<file path="config.mk">
export PLATFORM = sky130hd
export DESIGN_NAME = wasm_memory_section_scanner_flat
export DESIGN_NICKNAME = d
export VERILOG_FILES = /design/src/rtl/wmss_pkg.sv /design/src/rtl/wmss_if.sv /design/src/rtl/wmss_parser.sv /design/src/rtl/wasm_memory_section_scanner.sv /design/src/flat_wrapper.sv
export SDC_FILE = /design/constraint.sdc
export NUM_CORES = 1
export LEC_CHECK = 0
export BUFFER_PORTS_ARGS = -buffer_cell sky130_fd_sc_hd__buf_2
export CORE_MARGIN = 2
export CORE_UTILIZATION = 55
export DETAILED_ROUTE_END_ITERATION = 8
export GPL_TIMING_DRIVEN = 0
export PLACE_DENSITY = 0.82
export REMOVE_ABC_BUFFERS = 1
export SLEW_MARGIN = 20
export SYNTH_ARGS = -nofsm -noshare
export SYNTH_HDL_FRONTEND = slang
export SYNTH_SLANG_ARGS = --single-unit
</file>
<file path="constraint.sdc">
create_clock -name clock -period 10.7 [get_ports clock]
set_input_delay 0 -clock clock [delete_from_list [all_inputs] [get_ports clock]]
set_output_delay 0 -clock clock [all_outputs]
set_load 0.01 [all_outputs]
</file>
<file path="src/rtl/wmss_pkg.sv">
package wmss_pkg;

   localparam int HEADER_LEN   = 8;
   localparam int LEB_LAST_IDX = 4;
   localparam int MEMORY_SECTION_ID = 5;

   typedef enum logic [1:0] {
      STATUS_OK        = 2'd0,
      STATUS_NOT_FOUND = 2'd1,
      STATUS_INVALID   = 2'd2
   } status_type;

   typedef enum logic [8:0] {
      PH_MAGIC   = 9'b000000001,
      PH_SEC_ID  = 9'b000000010,
      PH_SEC_LEN = 9'b000000100,
      PH_SKIP    = 9'b000001000,
      PH_COUNT   = 9'b000010000,
      PH_FLAGS   = 9'b000100000,
      PH_MIN     = 9'b001000000,
      PH_MAX     = 9'b010000000,
      PH_DONE    = 9'b100000000
   } phase_type;

   typedef struct packed {
      logic [7:0]  data_byte;
      logic [31:0] buffer_length;
      logic        last_byte;
   } req_payload_type;

   typedef struct packed {
      status_type  status;
      logic [31:0] min_page_count;
      logic        has_max;
      logic [31:0] max_page_count;
   } rsp_payload_type;

   function automatic logic [7:0] header_byte(input logic [2:0] idx);
      logic [7:0] value;
      unique case (idx)
         3'd1: value = 8'h61;
         3'd2: value = 8'h73;
         3'd3: value = 8'h6d;
         3'd4: value = 8'h01;
         default: value = 8'h00;
      endcase
      return value;
   endfunction

   // Bits that land above bit 31 are dropped.
   function automatic logic [31:0] leb_merge(input logic [31:0] acc, input logic [2:0] idx,
                                             input logic [7:0] data);
      logic [31:0] part;
      logic [31:0] value;
      part = {25'd0, data[6:0]};
      unique case (idx)
         3'd0: value = acc | part;
         3'd1: value = acc | (part << 7);
         3'd2: value = acc | (part << 14);
         3'd3: value = acc | (part << 21);
         3'd4: value = acc | (part << 28);
         default: value = acc;
      endcase
      return value;
   endfunction

endpackage

</file>
<file path="src/rtl/wmss_if.sv">
interface wmss_req_if;
   import wmss_pkg::*;
   logic            valid;
   logic            ready;
   req_payload_type payload;
   modport source (output valid, output payload, input ready);
   modport sink (input valid, input payload, output ready);
endinterface

interface wmss_rsp_if;
   import wmss_pkg::*;
   logic            valid;
   logic            ready;
   rsp_payload_type payload;
   modport source (output valid, output payload, input ready);
   modport sink (input valid, input payload, output ready);
endinterface

</file>
<file path="src/rtl/wmss_parser.sv">
module wmss_parser #(
   parameter int LENGTH_BITS = 32
) (
   input  logic                     clock,
   input  logic                     reset,
   input  logic                     fire,
   input  logic [7:0]               data_byte,
   input  logic [31:0]              buffer_length,
   input  logic                     last_byte,
   output logic                     result_valid,
   output wmss_pkg::rsp_payload_type result
);
   import wmss_pkg::*;

   phase_type              phase_ff, phase_in;
   logic [LENGTH_BITS-1:0] pos_ff, pos_in;
   logic [31:0]            leb_ff, leb_in;
   logic [2:0]             leb_idx_ff, leb_idx_in;
   logic [7:0]             sec_id_ff, sec_id_in;
   logic [LENGTH_BITS-1:0] rem_ff, rem_in;
   logic [31:0]            init_ff, init_in;
   logic                   max_flag_ff, max_flag_in;

   logic [LENGTH_BITS-1:0] len;
   logic [LENGTH_BITS:0]   pos_next;
   logic [LENGTH_BITS-1:0] left;
   logic [LENGTH_BITS-1:0] rem_dec;
   logic [31:0]            leb_full;
   logic                   leb_done;
   logic                   leb_bad;
   logic                   at_end;
   logic                   pos_last;
   logic                   settle;
   rsp_payload_type        res;

   assign len      = buffer_length[LENGTH_BITS-1:0];
   assign pos_next = {1'b0, pos_ff} + 1'b1;
   assign left     = len - pos_next[LENGTH_BITS-1:0];
   assign rem_dec  = rem_ff - 1'b1;
   assign leb_full = leb_merge(leb_ff, leb_idx_ff, data_byte);
   assign leb_done = !data_byte[7];
   assign leb_bad  = data_byte[7] && (leb_idx_ff == 3'(LEB_LAST_IDX));
   assign at_end   = pos_ff >= len;
   assign pos_last = pos_next == {1'b0, len};

   always_comb begin
      phase_in    = phase_ff;
      pos_in      = pos_ff;
      leb_in      = leb_ff;
      leb_idx_in  = leb_idx_ff;
      sec_id_in   = sec_id_ff;
      rem_in      = rem_ff;
      init_in     = init_ff;
      max_flag_in = max_flag_ff;
      settle      = 1'b0;
      res         = '0;
      res.status  = STATUS_INVALID;
      if (fire) begin
         if (phase_ff != PH_DONE) begin
            if (at_end) begin
               settle     = 1'b1;
               res.status = (phase_ff == PH_SEC_ID) ? STATUS_NOT_FOUND : STATUS_INVALID;
            end else begin
               unique case (phase_ff)
                  PH_MAGIC: begin
                     if (len < LENGTH_BITS'(HEADER_LEN) ||
                         data_byte != header_byte(pos_ff[2:0])) begin
                        settle = 1'b1;
                     end else if (pos_ff == LENGTH_BITS'(HEADER_LEN - 1)) begin
                        phase_in = PH_SEC_ID;
                     end
                  end
                  PH_SEC_ID: begin
                     sec_id_in  = data_byte;
                     leb_in     = '0;
                     leb_idx_in = '0;
                     phase_in   = PH_SEC_LEN;
                  end
                  PH_SEC_LEN: begin
                     if (leb_bad) begin
                        settle = 1'b1;
                     end else if (!leb_done) begin
                        leb_in     = leb_full;
                        leb_idx_in = leb_idx_ff + 1'b1;
                     end else if (leb_full > 32'(left)) begin
                        settle     = 1'b1;
                        res.status = (sec_id_ff < 8'(MEMORY_SECTION_ID)) ?
                                     STATUS_NOT_FOUND : STATUS_INVALID;
                     end else if (sec_id_ff == 8'(MEMORY_SECTION_ID)) begin
                        if (leb_full == '0) begin
                           settle = 1'b1;
                        end else begin
                           rem_in     = LENGTH_BITS'(leb_full);
                           leb_in     = '0;
                           leb_idx_in = '0;
                           phase_in   = PH_COUNT;
                        end
                     end else if (sec_id_ff > 8'(MEMORY_SECTION_ID)) begin
                        settle     = 1'b1;
                        res.status = STATUS_NOT_FOUND;
                     end else begin
                        rem_in   = LENGTH_BITS'(leb_full);
                        phase_in = (leb_full == '0) ? PH_SEC_ID : PH_SKIP;
                     end
                  end
                  PH_SKIP: begin
                     rem_in = rem_dec;
                     if (rem_dec == '0) begin
                        phase_in = PH_SEC_ID;
                     end
                  end
                  PH_FLAGS: begin
                     rem_in      = rem_dec;
                     max_flag_in = data_byte[0];
                     if (rem_dec == '0) begin
                        settle = 1'b1;
                     end else begin
                        leb_in     = '0;
                        leb_idx_in = '0;
                        phase_in   = PH_MIN;
                     end
                  end
                  PH_COUNT, PH_MIN, PH_MAX: begin
                     rem_in = rem_dec;
                     if (leb_bad) begin
                        settle = 1'b1;
                     end else if (!leb_done) begin
                        if (rem_dec == '0) begin
                           settle = 1'b1;
                        end else begin
                           leb_in     = leb_full;
                           leb_idx_in = leb_idx_ff + 1'b1;
                        end
                     end else if (phase_ff == PH_COUNT) begin
                        if (leb_full == '0) begin
                           settle     = 1'b1;
                           res.status = STATUS_NOT_FOUND;
                        end else if (rem_dec == '0) begin
                           settle = 1'b1;
                        end else begin
                           phase_in = PH_FLAGS;
                        end
                     end else if (phase_ff == PH_MIN) begin
                        init_in = leb_full;
                        if (!max_flag_ff) begin
                           settle             = 1'b1;
                           res.status         = STATUS_OK;
                           res.min_page_count = leb_full;
                        end else if (rem_dec == '0) begin
                           settle = 1'b1;
                        end else begin
                           leb_in     = '0;
                           leb_idx_in = '0;
                           phase_in   = PH_MAX;
                        end
                     end else begin
                        settle             = 1'b1;
                        res.status         = STATUS_OK;
                        res.min_page_count = init_ff;
                        res.has_max        = 1'b1;
                        res.max_page_count = leb_full;
                     end
                  end
                  default: begin
                  end
               endcase
               if (!settle && pos_last) begin
                  settle     = 1'b1;
                  res.status = (phase_in == PH_SEC_ID) ? STATUS_NOT_FOUND : STATUS_INVALID;
               end
            end
            if (settle) begin
               phase_in = PH_DONE;
            end
         end
         if (pos_ff != '1) begin
            pos_in = pos_next[LENGTH_BITS-1:0];
         end
         if (last_byte) begin
            if (!settle && phase_ff != PH_DONE) begin
               settle     = 1'b1;
               res        = '0;
               res.status = STATUS_INVALID;
            end
            phase_in    = PH_MAGIC;
            pos_in      = '0;
            leb_in      = '0;
            leb_idx_in  = '0;
            sec_id_in   = '0;
            rem_in      = '0;
            init_in     = '0;
            max_flag_in = 1'b0;
         end
      end
   end

   assign result_valid = settle;
   assign result       = res;

   always_ff @(posedge clock) begin
      if (reset) begin
         phase_ff    <= PH_MAGIC;
         pos_ff      <= '0;
         leb_ff      <= '0;
         leb_idx_ff  <= '0;
         sec_id_ff   <= '0;
         rem_ff      <= '0;
         init_ff     <= '0;
         max_flag_ff <= 1'b0;
      end else begin
         phase_ff    <= phase_in;
         pos_ff      <= pos_in;
         leb_ff      <= leb_in;
         leb_idx_ff  <= leb_idx_in;
         sec_id_ff   <= sec_id_in;
         rem_ff      <= rem_in;
         init_ff     <= init_in;
         max_flag_ff <= max_flag_in;
      end
   end

endmodule

</file>
<file path="src/rtl/wasm_memory_section_scanner.sv">
// A result is registered and presented in the cycle after the request that settles it is accepted.
// Throughput: one byte per cycle while no waiting result is held back; the parser updates its state per byte.
// A waiting result stalls new requests only while the response side holds it back.
// Reset is synchronous and active high; it returns the parser to the header check
// and empties the result register.
module wasm_memory_section_scanner #(
   parameter int LENGTH_BITS = 32
) (
   input logic         clock,
   input logic         reset,
   wmss_req_if.sink    req_chan,
   wmss_rsp_if.source  rsp_chan
);
   import wmss_pkg::*;

   logic            req_fire;
   logic            result_valid;
   rsp_payload_type result;
   logic            rsp_valid_ff, rsp_valid_in;
   rsp_payload_type rsp_payload_ff, rsp_payload_in;

   assign req_chan.ready = !rsp_valid_ff || rsp_chan.ready;
   assign req_fire       = req_chan.valid && req_chan.ready;

   wmss_parser #(
      .LENGTH_BITS (LENGTH_BITS)
   ) u_parser (
      .clock         (clock),
      .reset         (reset),
      .fire          (req_fire),
      .data_byte     (req_chan.payload.data_byte),
      .buffer_length (req_chan.payload.buffer_length),
      .last_byte     (req_chan.payload.last_byte),
      .result_valid  (result_valid),
      .result        (result)
   );

   always_comb begin
      rsp_valid_in   = rsp_valid_ff;
      rsp_payload_in = rsp_payload_ff;
      if (rsp_valid_ff && rsp_chan.ready) begin
         rsp_valid_in = 1'b0;
      end
      if (req_fire && result_valid) begin
         rsp_valid_in   = 1'b1;
         rsp_payload_in = result;
      end
   end

   always_ff @(posedge clock) begin
      if (reset) begin
         rsp_valid_ff <= 1'b0;
      end else begin
         rsp_valid_ff <= rsp_valid_in;
      end
   end

   always_ff @(posedge clock) begin
      rsp_payload_ff <= rsp_payload_in;
   end

   assign rsp_chan.valid   = rsp_valid_ff;
   assign rsp_chan.payload = rsp_payload_ff;

endmodule
</file>
<file path="src/flat_wrapper.sv">
// flat-port wrapper written by rule: the top's interface ports become plain ports
module wasm_memory_section_scanner_flat import wmss_pkg::*;
#(
   parameter int LENGTH_BITS = 32
)
  (clock, reset, req_chan_valid, req_chan_payload, req_chan_ready, rsp_chan_valid, rsp_chan_payload, rsp_chan_ready);
  wmss_req_if req_chan_i ();
  wmss_rsp_if rsp_chan_i ();
  input logic clock;
  input logic reset;
  input wire logic [$bits(req_chan_i.valid)-1:0] req_chan_valid;
  input wire logic [$bits(req_chan_i.payload)-1:0] req_chan_payload;
  output wire logic [$bits(req_chan_i.ready)-1:0] req_chan_ready;
  output wire logic [$bits(rsp_chan_i.valid)-1:0] rsp_chan_valid;
  output wire logic [$bits(rsp_chan_i.payload)-1:0] rsp_chan_payload;
  input wire logic [$bits(rsp_chan_i.ready)-1:0] rsp_chan_ready;
  assign req_chan_i.valid = req_chan_valid;
  assign req_chan_i.payload = req_chan_payload;
  assign req_chan_ready = req_chan_i.ready;
  assign rsp_chan_valid = rsp_chan_i.valid;
  assign rsp_chan_payload = rsp_chan_i.payload;
  assign rsp_chan_i.ready = rsp_chan_ready;
  wasm_memory_section_scanner #(.LENGTH_BITS(LENGTH_BITS)) u_core (.clock(clock), .reset(reset), .req_chan(req_chan_i), .rsp_chan(rsp_chan_i));
endmodule
</file>
==> out/results.txt <==
first-pass GRT wire length = 69100 um
Post-CTS Setup Inserts = 0
Die H = 167 um
Largest stage delay, worst path = 0.88 ns
Hold Crit Class = input pin to register
post-place setup slack = 1.11 ns
Via density = 6.39
Max Freq = 99.9 MHz
DR iter-0 viols = 1473
Starting Density = 56.2%
Arrival @ worst endpoint = 10.27 ns
DIE WIDTH = 167 um
worst-margin pin slew = 1.08 ns
cts bufs inserted = 25
Seq/Total Area, Yosys = 34.3%
clk_lat worst skew = 0.55 ns
num rows = 59
Worst Skew = 0.0223 ns
slowest cell on the critical path = o41ai_1
Die Footprint = 27900 sq um
MaxCap Viol Count = 0
CP Class = register to register
CTS root buf = clkbuf_16
pin count of the biggest net entering global routing = 86
RSZ-0062 raised after global routing = no
final RePlAce weighted congestion = 0.951
# setup viols final = 0
fin. max-slew vios = 0
DR pass1 iterations = 7
dpl hpwl = 31700 um
drt wl/cell = 19.4 um
CP Max Fanout = 19
synthesized area = 14600 sq um
CTS HTree Levels = 1
gr usage total = 30.0%
Clock Pin Slew Worst Setup and Hold Paths = 0.06 ns
Seq cells post-synth = 217
peak supply drop = 0.000153 V
port bufs = 113
startpoint types = register
worst hold stages = 4
GRT overflow = 0
Via Count = 14300
Fin. Hold Viols = 0
min cycle time layout = 10.01 ns
drc violations = 1
Final ANT Viol Nets = 0
ANT cells = 0
vias in the first global route = 13300
failing checks = DRC
Clock Path Buffers = 3
Max-slew headroom = 27.5%
clock tree from TritonCTS = yes
Power Total = 2.02 mW
final period utilization = 93.5%
initial antenna violation count = 0
IO Count = 114
R2R depth = 28
final core utilization = 62.9%
final worst slack = 0.693 ns
Syn. warnings = 0
Leak = 6.67 nW
Synth Area per Inst = 8.03 sq um
Synth area leaders = dfxtp_1 (21%), edfxtp_1 (14%), ha_1 (9.1%), a21oi_1 (8.1%), nor2_1 (5.9%)
async set-reset flop share out of synthesis = 0%
final hold slack = 0.0861 ns
Synth cell types = 88
core area = 26100 sq um
Setup crit end kind = register
Synth Flop Type = dfxtp_1
outcome = complete, but fails checks
drt total wl = 43400 um
share of the synthesized area in the top cell type = 20.5%
PwrDens = 123 nW/um^2
Synth-to-Final Area Change = 12.0%
CTS Sinks = 217
layout cell share with drive strength beyond 1 = 12.6%
Worst Path Required = 10.96 ns
number of flops mapped to enable cells by yosys = 67
Net count, final = 2033
Post-Syn Instances = 1823
area leader, netlist = dfxtp_1
cell usage in the layout (no fill, tap or decap), types with 6 or more instances in the layout:
master / instances
a2111oi_0: 19
a211oi_1: 10
a21o_1: 29
a21oi_1: 237
a22o_1: 33
a31oi_1: 19
and2_1: 6
and3_1: 18
and4_1: 12
buf_16: 6
buf_2: 115
clkbuf_1: 7
clkbuf_16: 25
clkinv_2: 6
dfxtp_1: 149
dlygate4sd3_1: 9
edfxtp_1: 67
ha_1: 107
inv_1: 91
nand2_1: 83
nand2b_1: 14
nand3_1: 40
nand3b_1: 6
nand4_1: 31
nor2_1: 230
nor2_2: 30
nor2b_1: 22
nor3_1: 124
nor4_1: 36
o211ai_1: 7
o21a_1: 7
o21ai_0: 68
o21bai_1: 6
o41ai_1: 7
or2_2: 9
or3_1: 14
or4_1: 16
xnor2_1: 35
xor2_1: 38
state kept, by name (all words and copies together) (netlist names):
signal and cells:
u_core.u_parser.init_ff 32, u_core.u_parser.max_flag_ff 1, u_core.rsp_chan.payload 67, u_core.u_parser.leb_idx_ff 3
u_core.u_parser.rem_ff 32, u_core.u_parser.sec_id_ff 8, u_core.u_parser.pos_ff 32, u_core.u_parser.leb_ff 32
u_core.u_parser.phase_ff 9, u_core.rsp_chan.valid 1
synthesized netlist by cell type, drive strengths merged, types with 4 or more instances:
master   instances
a2111oi         19
a211oi          11
a21boi           4
a21o            29
a21oi          237
a22o            33
a31oi           21
and2             7
and3            19
and4            12
buf             15
clkbuf          94
dfxtp          150
edfxtp          67
ha             107
inv             93
nand2           85
nand2b          15
nand3           40
nand3b           6
nand4           31
nor2           260
nor2b           22
nor3           128
nor3b            5
nor4            38
o211ai           7
o21a             7
o21ai           72
o21bai           6
o31ai            7
o41ai            9
or2             10
or3             14
or4             17
xnor2           35
xor2            38
stage by stage:
stage	instances	instance area, sq um	TNS (ns)
2_1_floorplan	1714	14200	0
3_3_place_gp	2162	15200	-53.71
3_5_place_dp	2179	15500	0
4_1_cts	2234	16400	0
5_1_grt	2234	16400	0
6_report	2234	16400	0
cell type report:
| type | instances | area [sq um] |
|---|---|---|
| clock buffer | 34 | 679 |
| timing repair buffer | 139 | 933 |
| multi-input combinational | 1404 | 8880 |
| clock inverter | 12 | 120 |
| fill | 2242 | 9660 |
| tap | 335 | 419 |
| sequential | 217 | 5020 |
| inverter | 93 | 352 |
final timing paths:
kind,start,end,slack [ns]
hold reg to reg,u_core.u_parser.leb_ff[15],u_core.u_parser.leb_ff[15],0.48
hold / removal,req_chan_payload[0],u_core.u_parser.pos_ff[10],0.09
setup / recovery,u_core.u_parser.pos_ff[1],u_core.rsp_chan.payload[28],0.69
setup reg to reg,u_core.u_parser.pos_ff[1],u_core.rsp_chan.payload[28],0.69
power breakdown:
part           total [mW]  switching (mW)  internal (mW)
registers           0.878         0.00784          0.870
logic               0.292           0.189          0.103
clock network       0.848           0.354          0.494
total                2.02           0.552           1.47
metal layers:
layer	GRT usage (%)	up-vias	routed length, um
met5	0	-	0
li1	-	6763	-
met2	51.1	712	20900
met1	38.4	6685	17400
met3	4.66	111	3680
met4	11.6	0	1410
cell families (layout without fill, tap and decap cells):
family	count (synthesis)	after routing	synth area share [%]
mux	3	3	0.214
buf+inv	202	278	5.47
simple gates	719	719	24.8
fa+ha+maj	108	108	9.28
flops	217	217	34.3
xor+xnor	73	73	4.37
compound gates	501	501	21.6
worst max-delay path, delay by kind of cell (launching register included):
family,cells,cell delay (ns)
AO/OA/AOI/OAI,8,3.55
AND/OR/NAND/NOR,13,3.88
adder cells (fa/ha/maj),3,0.96
flip-flops,1,0.47
XOR/XNOR,2,0.28
buffers and inverters,2,0.54
repair_timing:
| item | 4_1_cts | 5_1_grt |
|---|---|---|
| gates resized for setup | 0 | 0 |
| endpoints found under the hold margin | 34 | 0 |
| hold buffers | 9 | 0 |
| endpoints found under the setup margin | 0 | 0 |
(Power assumes the default switching activity.)
